`src/rtl/aip_pkg.sv`:
```
// Shared types, codes and character constants for the ASCII integer parser.
`default_nettype none

package aip_pkg;

	localparam int CHAR_W   = 8;
	localparam int VALUE_W  = 64;
	localparam int NLIM_W   = 63;
	localparam int CFG_IDX_W = 2;
	localparam int CFG_DAT_W = 64;
	localparam int SDATA_W  = 8;
	localparam int MDATA_W  = 72;
	// accumulator times sixteen plus one digit
	localparam int PROD_W   = VALUE_W + 4;

	localparam logic [CHAR_W-1:0] CH_SPACE = 8'h20;
	localparam logic [CHAR_W-1:0] CH_MINUS = 8'h2D;
	localparam logic [CHAR_W-1:0] CH_PLUS  = 8'h2B;
	localparam logic [CHAR_W-1:0] CH_ZERO  = 8'h30;
	localparam logic [CHAR_W-1:0] CH_X_LO  = 8'h78;
	localparam logic [CHAR_W-1:0] CH_X_UP  = 8'h58;

	localparam logic [CFG_IDX_W-1:0] CFG_SIGNED_MODE = 2'd0;
	localparam logic [CFG_IDX_W-1:0] CFG_POS_LIMIT   = 2'd1;
	localparam logic [CFG_IDX_W-1:0] CFG_NEG_LIMIT   = 2'd2;

	typedef enum logic [1:0] {
		ST_OK  = 2'd0,
		ST_ARG = 2'd1,
		ST_OVF = 2'd2
	} status_t;

	typedef struct packed {
		logic              signed_mode;
		logic [VALUE_W-1:0] pos_limit;
		logic [NLIM_W-1:0]  neg_limit;
	} cfg_t;

	typedef struct packed {
		logic [CHAR_W-1:0] char_byte;
		logic              last_byte;
		logic              empty_string;
	} item_t;

	typedef struct packed {
		logic [VALUE_W-1:0] value;
		status_t            status;
	} result_t;

	typedef struct packed {
		logic is_hex;
		logic [3:0] val;
	} digit_t;

	// Decode one character as a hex digit.
	function automatic digit_t hex_digit(input logic [CHAR_W-1:0] c);
		digit_t d;
		logic [CHAR_W-1:0] t;
		d.is_hex = 1'b0;
		d.val    = 4'd0;
		t        = 8'd0;
		if (c >= 8'h30 && c <= 8'h39) begin
			t = c - 8'h30;
			d.is_hex = 1'b1;
		end else if (c >= 8'h41 && c <= 8'h46) begin
			t = c - 8'h37;
			d.is_hex = 1'b1;
		end else if (c >= 8'h61 && c <= 8'h66) begin
			t = c - 8'h57;
			d.is_hex = 1'b1;
		end
		d.val = t[3:0];
		return d;
	endfunction

endpackage

`default_nettype wire

```
`src/rtl/aip_cfg.sv`:
```
// Configuration registers of the ASCII integer parser.
`default_nettype none

module aip_cfg
	import aip_pkg::*;
(
	input  wire logic                 clk,
	input  wire logic                 arst_n,
	input  wire logic                 cfg_we,
	input  wire logic [CFG_IDX_W-1:0] cfg_index,
	input  wire logic [CFG_DAT_W-1:0] cfg_wdata,
	output cfg_t                      cfg
);

	cfg_t cfg_q;

	always_ff @(posedge clk or negedge arst_n) begin
		if (!arst_n) begin
			cfg_q.signed_mode <= 1'b1;
			cfg_q.pos_limit   <= 64'd2147483647;
			cfg_q.neg_limit   <= 63'd2147483648;
		end else if (cfg_we) begin
			unique case (cfg_index)
				CFG_SIGNED_MODE: cfg_q.signed_mode <= cfg_wdata[0];
				CFG_POS_LIMIT:   cfg_q.pos_limit   <= cfg_wdata;
				CFG_NEG_LIMIT:   cfg_q.neg_limit   <= cfg_wdata[NLIM_W-1:0];
				default: ;  // drop writes to unused indexes
			endcase
		end
	end

	assign cfg = cfg_q;

endmodule

`default_nettype wire

```
`src/rtl/aip_in_stage.sv`:
```
// Input register stage: holds one accepted character until the parser takes it.
`default_nettype none

module aip_in_stage
	import aip_pkg::*;
(
	input  wire logic  clk,
	input  wire logic  arst_n,
	input  wire logic  in_valid,
	output logic       in_ready,
	input  wire item_t in_item,
	output logic       s1_valid,
	output item_t      s1_item,
	input  wire logic  s1_adv
);

	logic  valid_s1;
	item_t item_s1;

	assign in_ready = !valid_s1 || s1_adv;

	always_ff @(posedge clk or negedge arst_n) begin
		if (!arst_n) begin
			valid_s1 <= 1'b0;
		end else if (in_valid && in_ready) begin
			valid_s1 <= 1'b1;
		end else if (s1_adv) begin
			valid_s1 <= 1'b0;
		end
	end

	always_ff @(posedge clk) begin
		if (in_valid && in_ready) begin
			item_s1 <= in_item;
		end
	end

	assign s1_valid = valid_s1;
	assign s1_item  = item_s1;

endmodule

`default_nettype wire

```
`src/rtl/aip_engine.sv`:
```
// Parse engine: per-character state update, overflow check and final result.
`default_nettype none

module aip_engine
	import aip_pkg::*;
(
	input  wire logic  clk,
	input  wire logic  arst_n,
	input  wire cfg_t  cfg,
	input  wire logic  s1_valid,
	input  wire item_t s1_item,
	input  wire logic  out_free,
	output logic       s1_adv,
	output logic       res_load,
	output result_t    res
);

	typedef enum logic [2:0] {
		PH_LEAD     = 3'd0,
		PH_PREFIX   = 3'd1,
		PH_ZERO     = 3'd2,
		PH_DIGITS   = 3'd3,
		PH_HEXSTART = 3'd4,
		PH_TRAIL    = 3'd5
	} phase_t;

	phase_t             phase_q, phase_n;
	logic [VALUE_W-1:0] acc_q, acc_n;
	logic               neg_q, neg_n;
	logic               hex_q, hex_n;
	status_t            err_q, err_n;

	logic [CHAR_W-1:0]  c;
	digit_t             dig;
	logic               run_digit;
	logic [VALUE_W-1:0] limit;
	logic [PROD_W-1:0]  prod;
	logic               ovf;
	logic               emit;
	status_t            fin_status;

	assign c   = s1_item.char_byte;
	assign dig = hex_digit(c);

	// acc * base + d against the limit is the cutoff/cutlim test done exactly
	assign limit = neg_q ? {1'b0, cfg.neg_limit} : cfg.pos_limit;
	assign prod  = hex_q ? ({acc_q, 4'b0000} + {{(PROD_W-4){1'b0}}, dig.val})
	                     : ({1'b0, acc_q, 3'b000} + {3'b000, acc_q, 1'b0}
	                        + {{(PROD_W-4){1'b0}}, dig.val});
	assign ovf   = prod > {{(PROD_W-VALUE_W){1'b0}}, limit};

	always_comb begin
		phase_n   = phase_q;
		acc_n     = acc_q;
		neg_n     = neg_q;
		hex_n     = hex_q;
		err_n     = err_q;
		run_digit = 1'b0;
		if (err_q == ST_OK) begin
			unique case (phase_q)
				PH_LEAD: begin
					if (c == CH_SPACE) begin
						phase_n = PH_LEAD;
					end else if (c == CH_MINUS) begin
						if (cfg.signed_mode) begin
							neg_n   = 1'b1;
							phase_n = PH_PREFIX;
						end else begin
							err_n = ST_ARG;
						end
					end else if (c == CH_PLUS) begin
						phase_n = PH_PREFIX;
					end else if (c == CH_ZERO) begin
						phase_n = PH_ZERO;
					end else begin
						run_digit = 1'b1;
					end
				end
				PH_PREFIX: begin
					if (c == CH_ZERO) phase_n = PH_ZERO;
					else run_digit = 1'b1;
				end
				PH_ZERO: begin
					if (c == CH_X_LO || c == CH_X_UP) begin
						hex_n   = 1'b1;
						phase_n = PH_HEXSTART;
					end else begin
						run_digit = 1'b1;
					end
				end
				PH_HEXSTART, PH_DIGITS: run_digit = 1'b1;
				default: begin
					if (c != CH_SPACE) err_n = ST_ARG;
				end
			endcase
			if (run_digit) begin
				phase_n = PH_DIGITS;
				if (!dig.is_hex) begin
					// digit run ends here; only spaces may follow
					phase_n = PH_TRAIL;
					if (c != CH_SPACE) err_n = ST_ARG;
				end else if (!hex_q && dig.val > 4'd9) begin
					err_n = ST_ARG;
				end else if (ovf) begin
					err_n = ST_OVF;
				end else begin
					acc_n = prod[VALUE_W-1:0];
				end
			end
		end
	end

	always_comb begin
		fin_status = err_n;
		if (err_n == ST_OK &&
		    (phase_n == PH_LEAD || phase_n == PH_PREFIX || phase_n == PH_HEXSTART)) begin
			fin_status = ST_ARG;
		end
		res.status = fin_status;
		res.value  = '0;
		if (s1_item.empty_string) begin
			res.status = ST_ARG;
		end else if (fin_status == ST_OK) begin
			res.value = neg_n ? (~acc_n + 64'd1) : acc_n;
		end
	end

	assign emit     = s1_item.empty_string || s1_item.last_byte;
	assign s1_adv   = s1_valid && (!emit || out_free);
	assign res_load = s1_adv && emit;

	always_ff @(posedge clk or negedge arst_n) begin
		if (!arst_n) begin
			phase_q <= PH_LEAD;
			acc_q   <= '0;
			neg_q   <= 1'b0;
			hex_q   <= 1'b0;
			err_q   <= ST_OK;
		end else if (s1_adv) begin
			if (emit) begin
				// string done: start fresh for the next one
				phase_q <= PH_LEAD;
				acc_q   <= '0;
				neg_q   <= 1'b0;
				hex_q   <= 1'b0;
				err_q   <= ST_OK;
			end else begin
				phase_q <= phase_n;
				acc_q   <= acc_n;
				neg_q   <= neg_n;
				hex_q   <= hex_n;
				err_q   <= err_n;
			end
		end
	end

endmodule

`default_nettype wire

```
`src/rtl/aip_out_stage.sv`:
```
// Result register: holds one result until the downstream side takes it.
`default_nettype none

module aip_out_stage
	import aip_pkg::*;
(
	input  wire logic    clk,
	input  wire logic    arst_n,
	input  wire logic    res_load,
	input  wire result_t res,
	output logic         out_free,
	output logic         out_valid,
	input  wire logic    out_ready,
	output result_t      out_res
);

	logic    valid_q;
	result_t res_q;

	assign out_free = !valid_q || out_ready;

	always_ff @(posedge clk or negedge arst_n) begin
		if (!arst_n) begin
			valid_q <= 1'b0;
		end else if (res_load) begin
			valid_q <= 1'b1;
		end else if (out_ready) begin
			valid_q <= 1'b0;
		end
	end

	always_ff @(posedge clk) begin
		if (res_load) begin
			res_q <= res;
		end
	end

	assign out_valid = valid_q;
	assign out_res   = res_q;

endmodule

`default_nettype wire

```
`src/rtl/ascii_integer_parser_core.sv`:
```
// Top level of the ASCII integer parser.
// Parses a string of ASCII characters, one per transfer, as a decimal or 0x-prefixed
// hex integer with leading spaces, an optional sign and trailing spaces, checking each
// digit against the configured limit. One character is taken every clock cycle unless
// a last character waits for the result register to free; the rate is set by the digit
// step (shift-add accumulate and a 68-bit compare against the limit). The result of a
// string reaches m_tdata through the input register, which captures its last character
// (or empty-string marker), and then the result register, which captures the result.
// Write configuration only while no string is in flight.
`default_nettype none

module ascii_integer_parser_core
	import aip_pkg::*;
(
	input  wire logic                 clk,
	input  wire logic                 arst_n,
	input  wire logic                 s_tvalid,
	output logic                      s_tready,
	input  wire logic [SDATA_W-1:0]   s_tdata,   // [7:0] char_byte
	input  wire logic                 s_tlast,   // last_byte
	input  wire logic                 s_tuser,   // empty_string
	output logic                      m_tvalid,
	input  wire logic                 m_tready,
	output logic [MDATA_W-1:0]        m_tdata,   // [1:0] status, [65:2] value, rest zero
	input  wire logic                 cfg_we,
	input  wire logic [CFG_IDX_W-1:0] cfg_index,
	input  wire logic [CFG_DAT_W-1:0] cfg_wdata
);

	cfg_t    cfg;
	item_t   in_item;
	item_t   s1_item;
	logic    s1_valid;
	logic    s1_adv;
	logic    out_free;
	logic    res_load;
	result_t res;
	result_t out_res;

	assign in_item.char_byte    = s_tdata;
	assign in_item.last_byte    = s_tlast;
	assign in_item.empty_string = s_tuser;

	aip_cfg u_cfg (
		.clk       (clk),
		.arst_n    (arst_n),
		.cfg_we    (cfg_we),
		.cfg_index (cfg_index),
		.cfg_wdata (cfg_wdata),
		.cfg       (cfg)
	);

	aip_in_stage u_in (
		.clk      (clk),
		.arst_n   (arst_n),
		.in_valid (s_tvalid),
		.in_ready (s_tready),
		.in_item  (in_item),
		.s1_valid (s1_valid),
		.s1_item  (s1_item),
		.s1_adv   (s1_adv)
	);

	aip_engine u_engine (
		.clk      (clk),
		.arst_n   (arst_n),
		.cfg      (cfg),
		.s1_valid (s1_valid),
		.s1_item  (s1_item),
		.out_free (out_free),
		.s1_adv   (s1_adv),
		.res_load (res_load),
		.res      (res)
	);

	aip_out_stage u_out (
		.clk       (clk),
		.arst_n    (arst_n),
		.res_load  (res_load),
		.res       (res),
		.out_free  (out_free),
		.out_valid (m_tvalid),
		.out_ready (m_tready),
		.out_res   (out_res)
	);

	assign m_tdata = {{(MDATA_W-VALUE_W-2){1'b0}}, out_res};

endmodule

`default_nettype wire
```
`config.mk`:
```
export PLATFORM = sky130hd
export DESIGN_NAME = ascii_integer_parser_core
export DESIGN_NICKNAME = d
export VERILOG_FILES = /design/src/rtl/aip_pkg.sv /design/src/rtl/aip_cfg.sv /design/src/rtl/aip_in_stage.sv /design/src/rtl/aip_engine.sv /design/src/rtl/aip_out_stage.sv /design/src/rtl/ascii_integer_parser_core.sv
export SDC_FILE = /design/constraint.sdc
export NUM_CORES = 1
export LEC_CHECK = 0
export ABC_AREA = 1
export BUFFER_PORTS_ARGS = -buffer_cell sky130_fd_sc_hd__buf_2
export CAP_MARGIN = 20
export CELL_PAD_IN_SITES_DETAIL_PLACEMENT = 0
export CELL_PAD_IN_SITES_GLOBAL_PLACEMENT = 1
export CORE_MARGIN = 10
export CORE_UTILIZATION = 46
export CTS_BUF_LIST = sky130_fd_sc_hd__clkbuf_4
export CTS_CLUSTER_SIZE = 12
export DETAILED_ROUTE_END_ITERATION = 7
export PLACE_DENSITY_LB_ADDON = 0.3
export SLEW_MARGIN = 20
export SYNTH_ARGS = -nofsm -noshare
export SYNTH_HDL_FRONTEND = slang
export SYNTH_SLANG_ARGS = --single-unit
```
`constraint.sdc`:
```
create_clock -name clk -period 9.4 [get_ports clk]
set_input_delay 1.88 -clock clk [delete_from_list [all_inputs] [get_ports clk]]
set_output_delay 1.88 -clock clk [all_outputs]
set_load 0.05 [all_outputs]
```
======== Word-level counts from Yosys, hierarchy flattened ========
Index checks and enable logic that the tools add are counted.
cells by class
  $add $sub $neg .......................... 7
  magnitude comparators ................... 8
  equal/unequal tests ..................... 15
  mux-type cells .......................... 60
  bitwise operators ....................... 2
  reductions and logical operators ........ 37
operators by type and width
  kind                                                    number
  two-way mux 64 bit                                      8
  adder 68 x 4 -> 68 bit                                  2
  adder 67 x 65 -> 68 bit                                 1
  greater-than comparator 68 x 64 -> 1 bit                1
  two-way mux 68 bit                                      1
  adder 64 x 1 -> 64 bit (second input constant)          1
  NOT 64 bit                                              1
  == test 8 x 6 -> 1 bit (second input constant)          4
  two-way mux 3 bit                                       10
  two-way mux 2 bit                                       12
  two-way mux 1 bit                                       23
  == test 8 x 7 -> 1 bit (second input constant)          2
  >= comparator 8 x 7 -> 1 bit (second input constant)    2
  <= comparator 8 x 7 -> 1 bit (second input constant)    2
  two-way mux 4 bit                                       3
  nonzero test 2 bit                                      5
  case mux 3 bit (3 select lines)                         1
  >= comparator 8 x 6 -> 1 bit (second input constant)    1
  <= comparator 8 x 6 -> 1 bit (second input constant)    1
  logical AND 1 bit                                       8
  logical NOT 2 bit                                       4
  inequality test 8 x 6 -> 1 bit (second input constant)  1
  subtractor 4 x 3 -> 4 bit (second input constant)       2
  logical OR 1 bit                                        7
  other kinds (16)                                        26
word-level totals
  register bits ........................... 277
  bits of input ports ..................... 81
  output and inout port bits .............. 74
  logic and storage cells ................. 144

======== Logic depth before layout (Yosys ltp) ========
  depth in word-level cells ............... 19
  gate-level depth with buffers ........... 58
  gate-level depth less buffers ........... 56

======== Hierarchy ========
From an unflattened synthesis, not the netlist that was laid out.
unflattened totals
  cell total of the unflattened synthesis .. 3448
  area, all modules ....................... 23546.3 um^2
by module, submodules not included
  module                     times used  cells each  area an instance (um^2)  seq. area each (um^2)
  aip_engine                 1           2782        15823.9                  1776.7
  aip_cfg                    1           572         5301.3                   3244.4
  aip_out_stage              1           71          2026.9                   2006.9
  aip_in_stage               1           16          345.3                    325.3
  ascii_integer_parser_core  1           7           48.8                     0.0

======== Worst setup path after synthesis ========
OpenSTA, ideal clock, no wires.
  kind .................................... register -> register
  from .................................... register u_in.item_s1 (netlist bit u_in.s1_item[3])
  to ...................................... register u_out.res_q (netlist bit u_out.out_res[46]), data pin
  library setup time ...................... 0.256 ns
  arrival ................................. 6.391 ns
  data required time ...................... 9.144 ns
  slack ................................... 2.753 ns
  stages on the path, launching flop included .. 53
  buffers on the path ..................... 1
  clock period less this slack ............ 6.647 ns
  path through ............................ edfxtp_1 > inv_1 > ha_1 > inv_1 > o211ai_1 > nand2_1 > nand2_1 > o21a_1 > inv_1 > fa_1 > inv_1 > fa_1 > nand2_1 > nand2_1 > nand3_1 > nand2_1 > a21oi_1 > inv_1 > (+17 left out) > nand2_1 > nand2_1 > nand2_1 > nand2_1 > nand3_4 > buf_2 > nand2_1 > o21ai_2 > ha_1 > nand3_1 > nand2_1 > nand2_1 > nor2_4 > nand3_1 > nor2_2 > nand2_1 > o21ai_0 > nor2_1
between the ends
  longest elaborated chain between the ends .. 19
ends and longest elaborated chain
  item                                                             RTL line             RTL
  from (decl)                                                      aip_in_stage.sv:18   item_t item_s1;
  from (signal assigned)                                           aip_in_stage.sv:34   item_s1 <= in_item;
  branches (longest 19 deep; another with adder 68 x 4 -> 68 bit)  --
  to (signal assigned)                                             aip_out_stage.sv:34  res_q <= res;
  to (decl)                                                        aip_out_stage.sv:18  result_t res_q;
Parallel ways; which one is timed is not known. The select of a mux whose other input is x is not followed.
A chain may end at the register's enable or synchronous reset.

======== Worst setup path in the final report ========
  from .................................... register u_in.item_s1 (netlist bit u_in.s1_item[2])
  to ...................................... register u_out.res_q (netlist bit u_out.out_res[49]), data pin
Same word-level chain as after synthesis.

==> results.py <==
metrics = {
    "outcome": {
        "status": "finished, final reports clean",
    },
    "detailed_routing": {
        "viasPerCell": 5.511,
        "avgRoutedWirePerCell_um": 19.95,
        "drt-pass1-iter-count": 8,
        "ant_nets": 0,
        "drt_iter0_drc": 2187,
        "vias": 23090,
        "routed_wirelength_mm": 83.58,
        "drc_errors": 0,
    },
    "run": {
        "max-cap-violations": 0,
    },
    "critical_path": {
        "timing.critical_path.mode_cell": "nand2_1",
        "start_kind": "register",
        "slowest_delay_ns": 0.45,
        "cp.arrival_ns": 9.36,
        "cp-end-kind": "register",
        "worst-path-buf-inv": 6,
        "required_ns": 9.99,
        "crit_family": "simple AND/OR/NAND/NOR gates",
        "cpMaxStageDelayCell": "fa_1",
        "criticalPathCategory": "reg -> reg",
        "cp_max_fo": 66,
    },
    "sta": {
        "min_period_ns": 8.761,
        "final_hold_viol_count": 0,
        "tns_ns": 0,
        "rsz0062_at_grt": "no",
        "fmax_mhz": 114.1,
        "setup_ws_ns": 0.6386,
        "tightest_slew_ns": 1.100,
        "slew_headroom": 0.2591,
        "final_max_slew_viol_count": 0,
        "fin_skew_ns": 0.08030,
        "setup_viol": 0,
        "holdWs_ns": 0.4807,
        "fin_crit_sh": 0.9321,
    },
    "die": {
        "io_pins": 155,
        "die_x_um": 242.0,
        "die_y_um": 242.0,
        "die-area_mm2": 0.05854,
        "initial_core_util": 0.4639,
        "core_mm2": 0.04885,
        "num_rows": 81,
    },
    "synth": {
        "async_reset_ff_frac": 0.7256,
        "netlist_instances": 3304,
        "synthTopCellsByArea": "dfrtp_1, nand2_1, ha_1",
        "syn-cell-area_mm2": 0.02266,
        "ys.flop_type": "dfrtp_1",
        "synth_edf_count": 76,
        "yosysTopAreaCell": "dfrtp_1",
        "yosysWarnings": 0,
        "synth_top_cell_area_share": 0.1855,
        "syn_area_per_cell_um2": 6.858,
        "ys_seq_area_frac": 0.3245,
        "ys_ff_latch": 277,
        "synth_cell_type_count": 54,
    },
    "finish": {
        "multiInputGateArea_mm2": 0.01313,
        "layout_commonest_cell": "nand2_1",
        "finalInstanceArea_mm2": 0.02509,
        "finish.utilization": 0.5137,
        "seqCellArea_mm2": 0.007357,
        "area_growth_pct": 10.73,
        "instances_no_fill": 4189,
        "nets": 3745,
        "drive_above_1_share": 0.1252,
        "fill_cells": 5045,
        "final_cell_mix": "nand2_1, inv_1, nor2_1",
    },
    "cts": {
        "tritoncts": "built",
        "numCtsBuffers": 76,
        "cts.clk_slew.worst_paths_ns": 0.07,
        "cts_root_buf": "clkbuf_4",
        "cts_hold_buf": 0,
        "cts.path.max_buffers": 3,
        "cts.sinks": 277,
        "clk_latency_ns": 0.83,
        "h-tree-depth": 3,
    },
    "grt": {
        "grt_antenna_before_repair": 3,
        "grt_remaining_overflow": 0,
        "grt_use_total": 0.2783,
        "grt_pass1_wl_mm": 128.5,
        "grt_pass1_vias": 22190,
        "grt_max_degree": 128,
    },
    "pwr": {
        "leakage_nw": 13.57,
        "ir_worst_vdd_mv": 0.1128,
        "power_density_mw_per_mm2": 157.6,
        "finalPower_mw": 3.954,
    },
    "placement": {
        "place_area_mm2": 0.02412,
        "dpl.hpwl_mm": 66.37,
        "gp_congestion": 0.9995,
        "io_buffer_count": 148,
        "placed_cells": 4053,
        "place_ws_ns": 0.6632,
    },
    "hold_path": {
        "hp-class": "reg -> reg",
    },
}
state kept, by name (all words and copies together), names as in the netlist:
| register | count |
|---|---|
| u_cfg.cfg | 128 |
| u_engine.acc_q | 64 |
| u_engine.err_q | 2 |
| u_engine.hex_q | 1 |
| u_engine.neg_q | 1 |
| u_engine.phase_q | 3 |
| u_in.s1_item | 10 |
| u_in.s1_valid | 1 |
| u_out.out_res | 66 |
| u_out.out_valid | 1 |
report_power, final:
| part | leakage (nW) | switching, mW | internal [mW] |
|---|---|---|---|
| logic | 9.71 | 0.974 | 0.388 |
| clock network | 0.578 | 0.539 | 0.560 |
| registers | 3.28 | 0.0969 | 1.40 |
final timing paths:
kind	from	end	slack, ns	depth (start not counted)
max	u_in.s1_item[2]	u_out.out_res[49]	0.64	52
min	u_cfg.cfg[24]	u_cfg.cfg[24]	0.48	2
max reg2reg	u_in.s1_item[2]	u_out.out_res[49]	0.64	52
min reg2reg	u_cfg.cfg[24]	u_cfg.cfg[24]	0.48	2
max in group asynchronous	arst_n	u_engine.neg_q	6.92	2
min in group asynchronous	arst_n	u_engine.acc_q[60]	1.08	1
worst min-delay path: stages, from the launching register on:
cell	delay (ns)
dfrtp_1	0.34
nand2_1	0.05
o21ai_0	0.05
synth_stat cells, drive strengths merged, types with 2 or more instances:
master and instances:
nand2 953, inv 481, nor2 350, o21ai 283
ha 195, dfrtp 168, a21oi 146, nand3 139
edfxtp 76, nand4 73, mux2i 62, clkbuf 60
o22ai 52, nor3 40, buf 38, dfstp 33
or2 27, o21bai 16, nor3b 14, a31oi 13
a31o 10, xnor2 10, nor4 9, and2 7
nand3b 7, o21a 7, a211oi 5, o211ai 5
xor2 5, a21o 4, a21boi 3, o31ai 3
and3 2, clkinv 2, fa 2
cells by family (layout without fill, tap and decap cells):
logic type | count (synthesis) | in the layout | share of synthesized area
AO/OA/AOI/OAI | 549 | 549 | 0.1332
XOR/XNOR | 15 | 15 | 0.005797
adder cells (fa/ha/maj) | 197 | 197 | 0.1094
buffers and inverters | 581 | 795 | 0.09933
flip-flops | 277 | 277 | 0.3245
multiplexers | 63 | 63 | 0.02788
other | 1 | 8 | 0.0001655
AND/OR/NAND/NOR | 1621 | 1621 | 0.2997
what timing repair did:
| item | in CTS | in global routing |
|---|---|---|
| endpoints found under the setup margin | 0 | 23 |
| buffers inserted | 0 | 0 |
| gates resized for setup | 0 | 2 |
routing by layer:
layer / up-vias / global-route usage / share of wire
met2: 941 / 0.4008 / 0.41
met5: - / 0 / 0
met1: 10830 / 0.4118 / 0.47
li1: 11180 / - / -
met3: 138 / 0.04321 / 0.083
met4: 0 / 0.09913 / 0.031
final cells by class:
class                   count  area share
diodes                      2   0.0001995
flip-flops and latches    277      0.2932
inverters                 483     0.07225
repair buffers            178     0.04014
clock buffers             115     0.03441
clock inverters            19    0.003590
multi-input cells        2451      0.5231
well taps                 664     0.03311
Note: power is estimated with default switching activity, not from simulation.
